===== config.mk =====
export PLATFORM = sky130hd
export DESIGN_NAME = dual_pressure_limit_monitor_unit
export DESIGN_NICKNAME = d
export VERILOG_FILES = /design/src/hw/rtl/dplm_pkg.sv /design/src/hw/rtl/dual_pressure_limit_monitor_unit.sv /design/src/hw/rtl/dplm_lane.sv /design/src/hw/rtl/dplm_watch.sv
export SDC_FILE = /design/constraint.sdc
export NUM_CORES = 2
export LEC_CHECK = 0
export BUFFER_PORTS_ARGS = -buffer_cell sky130_fd_sc_hd__clkbuf_2
export CAP_MARGIN = 20
export CORE_AREA = 2 2 278 280
export DETAILED_ROUTE_END_ITERATION = 12
export DIE_AREA = 0 0 280 282
export HOLD_SLACK_MARGIN = 0.05
export PLACE_DENSITY = 0.78
export SLEW_MARGIN = 20
export SYNTH_ARGS = -nofsm -noshare
export SYNTH_HDL_FRONTEND = slang
export SYNTH_HIERARCHICAL = 1
export SYNTH_SLANG_ARGS = --single-unit

===== constraint.sdc =====
create_clock -name aclk -period 7.2 [get_ports aclk]
set_clock_uncertainty 0.15 [all_clocks]
set_input_delay 0.72 -clock aclk [delete_from_list [all_inputs] [get_ports aclk]]
set_output_delay 0.72 -clock aclk [all_outputs]
set_load 0.05 [all_outputs]

===== src/hw/rtl/dplm_pkg.sv =====
package dplm_pkg;

    localparam int ADC_WIDTH_DEF  = 12;
    localparam int TIME_WIDTH_DEF = 32;

    localparam int NOW_W      = 32;
    localparam int GAIN_W     = 20;
    localparam int MBAR_W     = 16;
    localparam int TIMEOUT_W  = 16;
    localparam int FRAC_W     = 16;
    localparam int CFG_IDX_W  = 3;
    localparam int CFG_DATA_W = 20;
    localparam int NUM_LANES  = 2;

    // Result word: two pressures and four fault flags, padded to whole bytes.
    localparam int OUT_BITS    = 2 * MBAR_W + 4;
    localparam int OUT_TDATA_W = ((OUT_BITS + 7) / 8) * 8;

    localparam logic [CFG_IDX_W-1:0] REG_GAIN       = 3'd0;
    localparam logic [CFG_IDX_W-1:0] REG_OFFSET     = 3'd1;
    localparam logic [CFG_IDX_W-1:0] REG_CLAMP_LOW  = 3'd2;
    localparam logic [CFG_IDX_W-1:0] REG_CLAMP_HIGH = 3'd3;
    localparam logic [CFG_IDX_W-1:0] REG_UNDER_THR  = 3'd4;
    localparam logic [CFG_IDX_W-1:0] REG_OVER_THR   = 3'd5;
    localparam logic [CFG_IDX_W-1:0] REG_TIMEOUT    = 3'd6;

    localparam logic [GAIN_W-1:0]        GAIN_RST       = 20'd352086;
    localparam logic signed [MBAR_W-1:0] OFFSET_RST     = -16'sd4015;
    localparam logic signed [MBAR_W-1:0] CLAMP_LOW_RST  = -16'sd1900;
    localparam logic signed [MBAR_W-1:0] CLAMP_HIGH_RST = 16'sd17900;
    localparam logic signed [MBAR_W-1:0] UNDER_THR_RST  = -16'sd500;
    localparam logic signed [MBAR_W-1:0] OVER_THR_RST   = 16'sd3000;
    localparam logic [TIMEOUT_W-1:0]     TIMEOUT_RST    = 16'd1000;

    typedef struct packed {
        logic [GAIN_W-1:0]        gain;
        logic signed [MBAR_W-1:0] offset;
        logic signed [MBAR_W-1:0] clamp_low;
        logic signed [MBAR_W-1:0] clamp_high;
        logic signed [MBAR_W-1:0] under_thr;
        logic signed [MBAR_W-1:0] over_thr;
        logic [TIMEOUT_W-1:0]     timeout;
    } cfg_t;

    typedef struct packed {
        logic under_ok;
        logic over_ok;
    } lane_ok_t;

endpackage


===== src/hw/rtl/dual_pressure_limit_monitor_unit.sv =====
// Channel  | Handshake          | Payload
// input    | s_tvalid, s_tready | s_tdata: intake_raw, outtake_raw, now_ticks
// result   | m_tvalid, m_tready | m_tdata: pressures and four fault flags
// config   | cfg_wr_en          | cfg_index, cfg_wdata
//
// One word per cycle is accepted while s_tready is high; an accepted word passes
// through the multiplier register, pressure register and output register.
// aresetn is synchronous and active low; it restores the register reset values
// and sets all four ok stamps to zero.
// Each stage moves on when the stage after it is empty or moving, so a stalled
// result does not block words from filling the earlier stages.
module dual_pressure_limit_monitor_unit import dplm_pkg::*; #(
    parameter int ADC_WIDTH  = ADC_WIDTH_DEF,
    parameter int TIME_WIDTH = TIME_WIDTH_DEF
) (
    input  logic                                       aclk,
    input  logic                                       aresetn,
    input  logic                                       s_tvalid,
    output logic                                       s_tready,
    // intake_raw, outtake_raw, now_ticks (from bit 0 up), zero padded
    input  logic [((2 * ADC_WIDTH + NOW_W + 7) / 8) * 8 - 1:0] s_tdata,
    output logic                                       m_tvalid,
    input  logic                                       m_tready,
    // intake_mbar, outtake_mbar, intake_under_fault, intake_over_fault,
    // outtake_under_fault, outtake_over_fault (from bit 0 up), zero padded
    output logic [OUT_TDATA_W-1:0]                     m_tdata,
    input  logic                                       cfg_wr_en,
    input  logic [CFG_IDX_W-1:0]                       cfg_index,
    input  logic [CFG_DATA_W-1:0]                      cfg_wdata
);

    cfg_t cfg_reg;

    logic v1_reg, v2_reg, vo_reg;
    logic ld1, ld2, ldo;

    logic [TIME_WIDTH-1:0] now1_reg, now2_reg;

    logic [ADC_WIDTH-1:0]     raw       [NUM_LANES];
    logic signed [MBAR_W-1:0] pressure  [NUM_LANES];
    lane_ok_t                 ok        [NUM_LANES];
    logic                     under_f   [NUM_LANES];
    logic                     over_f    [NUM_LANES];

    logic signed [MBAR_W-1:0] mbar_reg  [NUM_LANES];
    logic                     under_reg [NUM_LANES];
    logic                     over_reg  [NUM_LANES];

    // Configuration registers.
    always_ff @(posedge aclk) begin
        if (!aresetn) begin
            cfg_reg.gain       <= GAIN_RST;
            cfg_reg.offset     <= OFFSET_RST;
            cfg_reg.clamp_low  <= CLAMP_LOW_RST;
            cfg_reg.clamp_high <= CLAMP_HIGH_RST;
            cfg_reg.under_thr  <= UNDER_THR_RST;
            cfg_reg.over_thr   <= OVER_THR_RST;
            cfg_reg.timeout    <= TIMEOUT_RST;
        end else if (cfg_wr_en) begin
            case (cfg_index)
                REG_GAIN:       cfg_reg.gain       <= cfg_wdata;
                REG_OFFSET:     cfg_reg.offset     <= cfg_wdata[MBAR_W-1:0];
                REG_CLAMP_LOW:  cfg_reg.clamp_low  <= cfg_wdata[MBAR_W-1:0];
                REG_CLAMP_HIGH: cfg_reg.clamp_high <= cfg_wdata[MBAR_W-1:0];
                REG_UNDER_THR:  cfg_reg.under_thr  <= cfg_wdata[MBAR_W-1:0];
                REG_OVER_THR:   cfg_reg.over_thr   <= cfg_wdata[MBAR_W-1:0];
                REG_TIMEOUT:    cfg_reg.timeout    <= cfg_wdata[TIMEOUT_W-1:0];
                default: ;
            endcase
        end
    end

    // Pipeline flow control.
    assign ldo      = v2_reg && (!vo_reg || m_tready);
    assign ld2      = v1_reg && (!v2_reg || ldo);
    assign s_tready = !v1_reg || ld2;
    assign ld1      = s_tvalid && s_tready;

    always_ff @(posedge aclk) begin
        if (!aresetn) begin
            v1_reg <= 1'b0;
            v2_reg <= 1'b0;
            vo_reg <= 1'b0;
        end else begin
            if (ld1) begin
                v1_reg <= 1'b1;
            end else if (ld2) begin
                v1_reg <= 1'b0;
            end
            if (ld2) begin
                v2_reg <= 1'b1;
            end else if (ldo) begin
                v2_reg <= 1'b0;
            end
            if (ldo) begin
                vo_reg <= 1'b1;
            end else if (m_tready) begin
                vo_reg <= 1'b0;
            end
        end
    end

    always_ff @(posedge aclk) begin
        if (ld1) begin
            now1_reg <= TIME_WIDTH'(s_tdata[2 * ADC_WIDTH +: NOW_W]);
        end
        if (ld2) begin
            now2_reg <= now1_reg;
        end
    end

    assign raw[0] = s_tdata[0 +: ADC_WIDTH];
    assign raw[1] = s_tdata[ADC_WIDTH +: ADC_WIDTH];

    for (genvar g = 0; g < NUM_LANES; g++) begin : g_lane
        dplm_lane #(
            .ADC_WIDTH (ADC_WIDTH)
        ) u_lane (
            .aclk     (aclk),
            .ld_prod  (ld1),
            .ld_press (ld2),
            .raw      (raw[g]),
            .cfg      (cfg_reg),
            .pressure (pressure[g]),
            .ok       (ok[g])
        );

        dplm_watch #(
            .TIME_WIDTH (TIME_WIDTH)
        ) u_under (
            .aclk    (aclk),
            .aresetn (aresetn),
            .upd     (ldo),
            .ok      (ok[g].under_ok),
            .now     (now2_reg),
            .timeout (cfg_reg.timeout),
            .fault   (under_f[g])
        );

        dplm_watch #(
            .TIME_WIDTH (TIME_WIDTH)
        ) u_over (
            .aclk    (aclk),
            .aresetn (aresetn),
            .upd     (ldo),
            .ok      (ok[g].over_ok),
            .now     (now2_reg),
            .timeout (cfg_reg.timeout),
            .fault   (over_f[g])
        );

        always_ff @(posedge aclk) begin
            if (ldo) begin
                mbar_reg[g]  <= pressure[g];
                under_reg[g] <= under_f[g];
                over_reg[g]  <= over_f[g];
            end
        end
    end

    assign m_tvalid = vo_reg;
    assign m_tdata  = {{(OUT_TDATA_W - OUT_BITS){1'b0}},
                       over_reg[1], under_reg[1], over_reg[0], under_reg[0],
                       mbar_reg[1], mbar_reg[0]};

endmodule


===== src/hw/rtl/dplm_lane.sv =====
module dplm_lane import dplm_pkg::*; #(
    parameter int ADC_WIDTH = ADC_WIDTH_DEF
) (
    input  logic                     aclk,
    input  logic                     ld_prod,
    input  logic                     ld_press,
    input  logic [ADC_WIDTH-1:0]     raw,
    input  cfg_t                     cfg,
    output logic signed [MBAR_W-1:0] pressure,
    output lane_ok_t                 ok
);

    localparam int PROD_W = ADC_WIDTH + GAIN_W;
    localparam int RND_W  = PROD_W + 1 - FRAC_W;
    localparam int SUM_W  = ADC_WIDTH + 18;

    logic [PROD_W-1:0]        prod_reg;
    logic [PROD_W-1:0]        prod_next;
    logic [PROD_W:0]          prod_half;
    logic [RND_W-1:0]         rnd;
    logic signed [SUM_W-1:0]  sum;
    logic signed [SUM_W-1:0]  lo_ext;
    logic signed [SUM_W-1:0]  hi_ext;
    logic signed [SUM_W-1:0]  upper_cut;
    logic signed [SUM_W-1:0]  clamped;
    logic signed [MBAR_W-1:0] pressure_reg;
    logic signed [MBAR_W-1:0] pressure_next;

    assign prod_next = PROD_W'(raw) * PROD_W'(cfg.gain);

    // Round half up before dropping the fraction bits.
    assign prod_half = {1'b0, prod_reg} + (PROD_W + 1)'(1 << (FRAC_W - 1));
    assign rnd       = prod_half[PROD_W:FRAC_W];
    assign sum       = $signed({{(SUM_W - RND_W){1'b0}}, rnd}) + SUM_W'(cfg.offset);
    assign lo_ext    = SUM_W'(cfg.clamp_low);
    assign hi_ext    = SUM_W'(cfg.clamp_high);

    // The low limit is applied last, so it wins when the limits cross.
    assign upper_cut     = (sum > hi_ext) ? hi_ext : sum;
    assign clamped       = (upper_cut < lo_ext) ? lo_ext : upper_cut;
    assign pressure_next = MBAR_W'(clamped);

    always_ff @(posedge aclk) begin
        if (ld_prod) begin
            prod_reg <= prod_next;
        end
        if (ld_press) begin
            pressure_reg <= pressure_next;
        end
    end

    assign pressure    = pressure_reg;
    assign ok.under_ok = pressure_reg > cfg.under_thr;
    assign ok.over_ok  = pressure_reg < cfg.over_thr;

endmodule


===== src/hw/rtl/dplm_watch.sv =====
module dplm_watch import dplm_pkg::*; #(
    parameter int TIME_WIDTH = TIME_WIDTH_DEF
) (
    input  logic                  aclk,
    input  logic                  aresetn,
    input  logic                  upd,
    input  logic                  ok,
    input  logic [TIME_WIDTH-1:0] now,
    input  logic [TIMEOUT_W-1:0]  timeout,
    output logic                  fault
);

    logic [TIME_WIDTH-1:0] stamp_reg;
    logic [TIME_WIDTH-1:0] stamp_next;
    logic [TIME_WIDTH-1:0] elapsed;

    assign stamp_next = ok ? now : stamp_reg;
    assign elapsed    = now - stamp_reg;

    // A good sample refreshes the stamp to now and never raises the fault.
    assign fault = !ok && (elapsed > TIME_WIDTH'(timeout));

    always_ff @(posedge aclk) begin
        if (!aresetn) begin
            stamp_reg <= '0;
        end else if (upd) begin
            stamp_reg <= stamp_next;
        end
    end

endmodule


==> results.yml <==
synthesis:
  netlist_instances: 5032
  yosysTopAreaCell: "fa_1"
  synth_enable_flop_cells: 166
  synth_cell_types: 102
  synth_top_area_frac: 0.164
  synth_area_leaders: "fa_1 (16%), ha_1 (14%), edfxtp_1 (11%)"
  ys_ff_latch: 413
  seq_area_frac_synth: 0.224
  synth.most_common_cell: "nand2_1"
  syn_area_per_cell_um2: 8.82
  synth_common_cells: "nand2_1 (820), inv_1 (719), ha_1 (498)"
  synthFlopType: "dfxtp_1"
  async_flop_share: 0
  ys.warnings.count: 6
  synthesis.area_um2: 44400
layout:
  design_area_um2: 48100
  syn_to_final_growth_pct: 8.26
  fin_nets: 6060
  fillers: 6234
  drive_above_1_share: 0.0930
  largest_reg_flops: 116
placed_design:
  dp_hpwl_um: 90100
  port_buffers: 121
  place_congestion: 0.943
  place_area_um2: 46000
pwr:
  p_per_area_nw_per_um2: 317
  p_seq_frac: 0.216
  p_sw_mw: 6.69
  power.leakage_nw: 22.0
  internal-power_mw: 8.55
  p_total_mw: 15.2
  vdd_drop_max_mv: 0.354
  p_comb_frac: 0.631
  power_switching_share: 0.439
  clkPwrFrac: 0.154
sta:
  whs_ps: 137
  setup_viol: 0
  period_minus_slack_ps: 7050
  slew_violations: 0
  period_share: 0.979
  tns_ps: 0
  hold_violations: 0
  max_slew.worst_pin.slew_ps: 1220
  worst_slew_margin_rel: 0.182
  fmax_ghz: 0.142
run:
  drv_cap: 0
setup_path:
  path_class: "flip-flop to flip-flop"
  crit_path_frequent_cell: "a21oi_2"
  crit_buf_inv: 1
  slowest_delay_ps: 400
  crit_family: "compound AO/OA/AOI/OAI gates"
  worst_setup_path_end_kind: "flip-flop"
  cp_data_arrival_time_ps: 7270
  worstSetupStartpoint: "g_lane[0].u_lane/prod_reg[19]$_DFFE_PP_"
  cp_max_fo: 8
  worstReg2RegStart: "g_lane[0].u_lane/prod_reg[19]$_DFFE_PP_"
  cp.required_ps: 7410
  start_kind: "flip-flop"
  crit_slowest_cell: "mux2i_4"
global_route:
  grt_overflow_total: 0
  grt_pass1_wl_um: 187000
  antenna_found_initial: 2
  grt_use_total: 0.296
  grt_max_degree: 118
  grt_pass1_vias: 35100
routing:
  ant_nets: 0
  first_pass_iters: 5
  via_per_inst: 5.83
  route.detailed.drc: 0
  drt-total-wl_um: 117000
  wl_per_cell_um: 19.1
  drt_iter0_drc: 2660
  vias: 35700
floorplan:
  dieArea_um2: 79000
  core_um2: 75700
  die_x_um: 280
  fp-row-count: 101
  die_h_um: 282
  initial_core_util: 0.586
  ios: 126
clock_network:
  clockBufferDepth: 3
  clk_pin_slew_ps: 60
  cts_num_sinks: 413
  clkLatencyLatePin_ps: 610
  h-tree-depth: 2
  cts_root_buf: "clkbuf_16"
  numCtsBuffers: 44
  cts_tree: "done"
worst_hold_path:
  worstHoldStart: "s_tdata[25]"
  hold_path_class: "primary input to flip-flop"
run_status:
  status: "complete, no violations"
## cell usage in the layout (no fill, tap or decap), types with 69 or more instances in the layout
cell / count
a21boi_0: 138
fa_1: 363
and2_1: 166
xnor2_1: 113
nand4_1: 69
a21o_1: 97
mux2i_1: 140
ha_1: 492
nand2_1: 817
nor2_1: 167
dfxtp_1: 246
nor2b_1: 119
a21oi_1: 214
edfxtp_1: 166
o21ai_0: 100
buf_4: 102
clkbuf_2: 120
inv_1: 719
## routing by layer
layer  GRT usage  share of wire  vias to the layer above
met1       0.404           0.43                    17400
li1            -              -                    16900
met2       0.486           0.46                     1213
met5           0        0.00011                        -
met4      0.0942          0.033                        2
met3      0.0440          0.075                      203
## worst paths after layout
path                            slack (ps)                                 endpoint  cells past startpoint
worst max-delay path                   150  g_lane[0].u_lane/pressure[12]$_DFFE_PP_                     34
worst min-delay path                   140                    now1_reg[1]$_DFFE_PP_                      1
worst max register to register         150  g_lane[0].u_lane/pressure[12]$_DFFE_PP_                     34
worst min register to register         270                   now2_reg[18]$_DFFE_PP_                      0
## final cells by class
class                           instances  area, um2  area share
Clock buffer                           61       1200      0.0251
Tap cell                              978       1220      0.0255
Sequential cell                       413       9930       0.207
Inverter                              719       2700      0.0562
Timing Repair Buffer                  229       1500      0.0312
Multi-Input combinational cell       3707      31200       0.650
Clock inverter                         20        265     0.00552
Antenna cell                            1       2.50   0.0000521
## logic make-up (layout without fill, tap and decap cells)
group,after synthesis,after routing,synth area share
buffers and inverters,916,1029,0.0803
other,1,5,0.0000845
AO/OA/AOI/OAI,875,876,0.138
flip-flops,413,413,0.224
AND/OR/NAND/NOR,1597,1597,0.171
adder cells (fa/ha/maj),862,862,0.305
multiplexers,205,205,0.0497
XOR/XNOR,163,163,0.0322
## per-stage QoR
stage / utilization / std cells / worst slack [ps]
final: 0.635 / 6128 / 149
after global routing: 0.635 / 6127 / -227
after CTS: 0.627 / 6094 / 22.9
after detailed placement: 0.607 / 6009 / -135
after global placement: 0.607 / 6009 / -61.9
after floorplan: - / 5035 / 41.0
## worst register-to-register path, delay by kind of cell (launching register included)
family / cells / cell delay, ps
muxes: 3 / 1050
AOI/OAI and AO/OA: 15 / 2230
buffers and inverters: 1 / 170
xor gates and xnor gates: 2 / 340
adders and majority gates: 3 / 860
DFF: 1 / 360
and+or+nand+nor: 10 / 1690
## timing repair
action	4_1_cts	5_1_grt
setup buffers	3	30
hold buffers	0	0
setup endpoints to repair	32	34
pin swaps	2	33
gates cloned	1	2
resized for setup	6	54
## power by group through the flow
| stage | logic (mW) | registers (mW) | clock network [mW] |
|---|---|---|---|
| 2_1_floorplan | 6.71 | 3.25 | 0 |
| 3_3_place_gp | 8.76 | 3.32 | 0 |
| 3_5_place_dp | 9.04 | 3.33 | 0 |
| 4_1_cts | 9.19 | 3.28 | 2.37 |
| 5_1_grt | 10.7 | 3.31 | 2.46 |
| 6_report | 9.60 | 3.29 | 2.34 |
(Power assumes the default switching activity.)
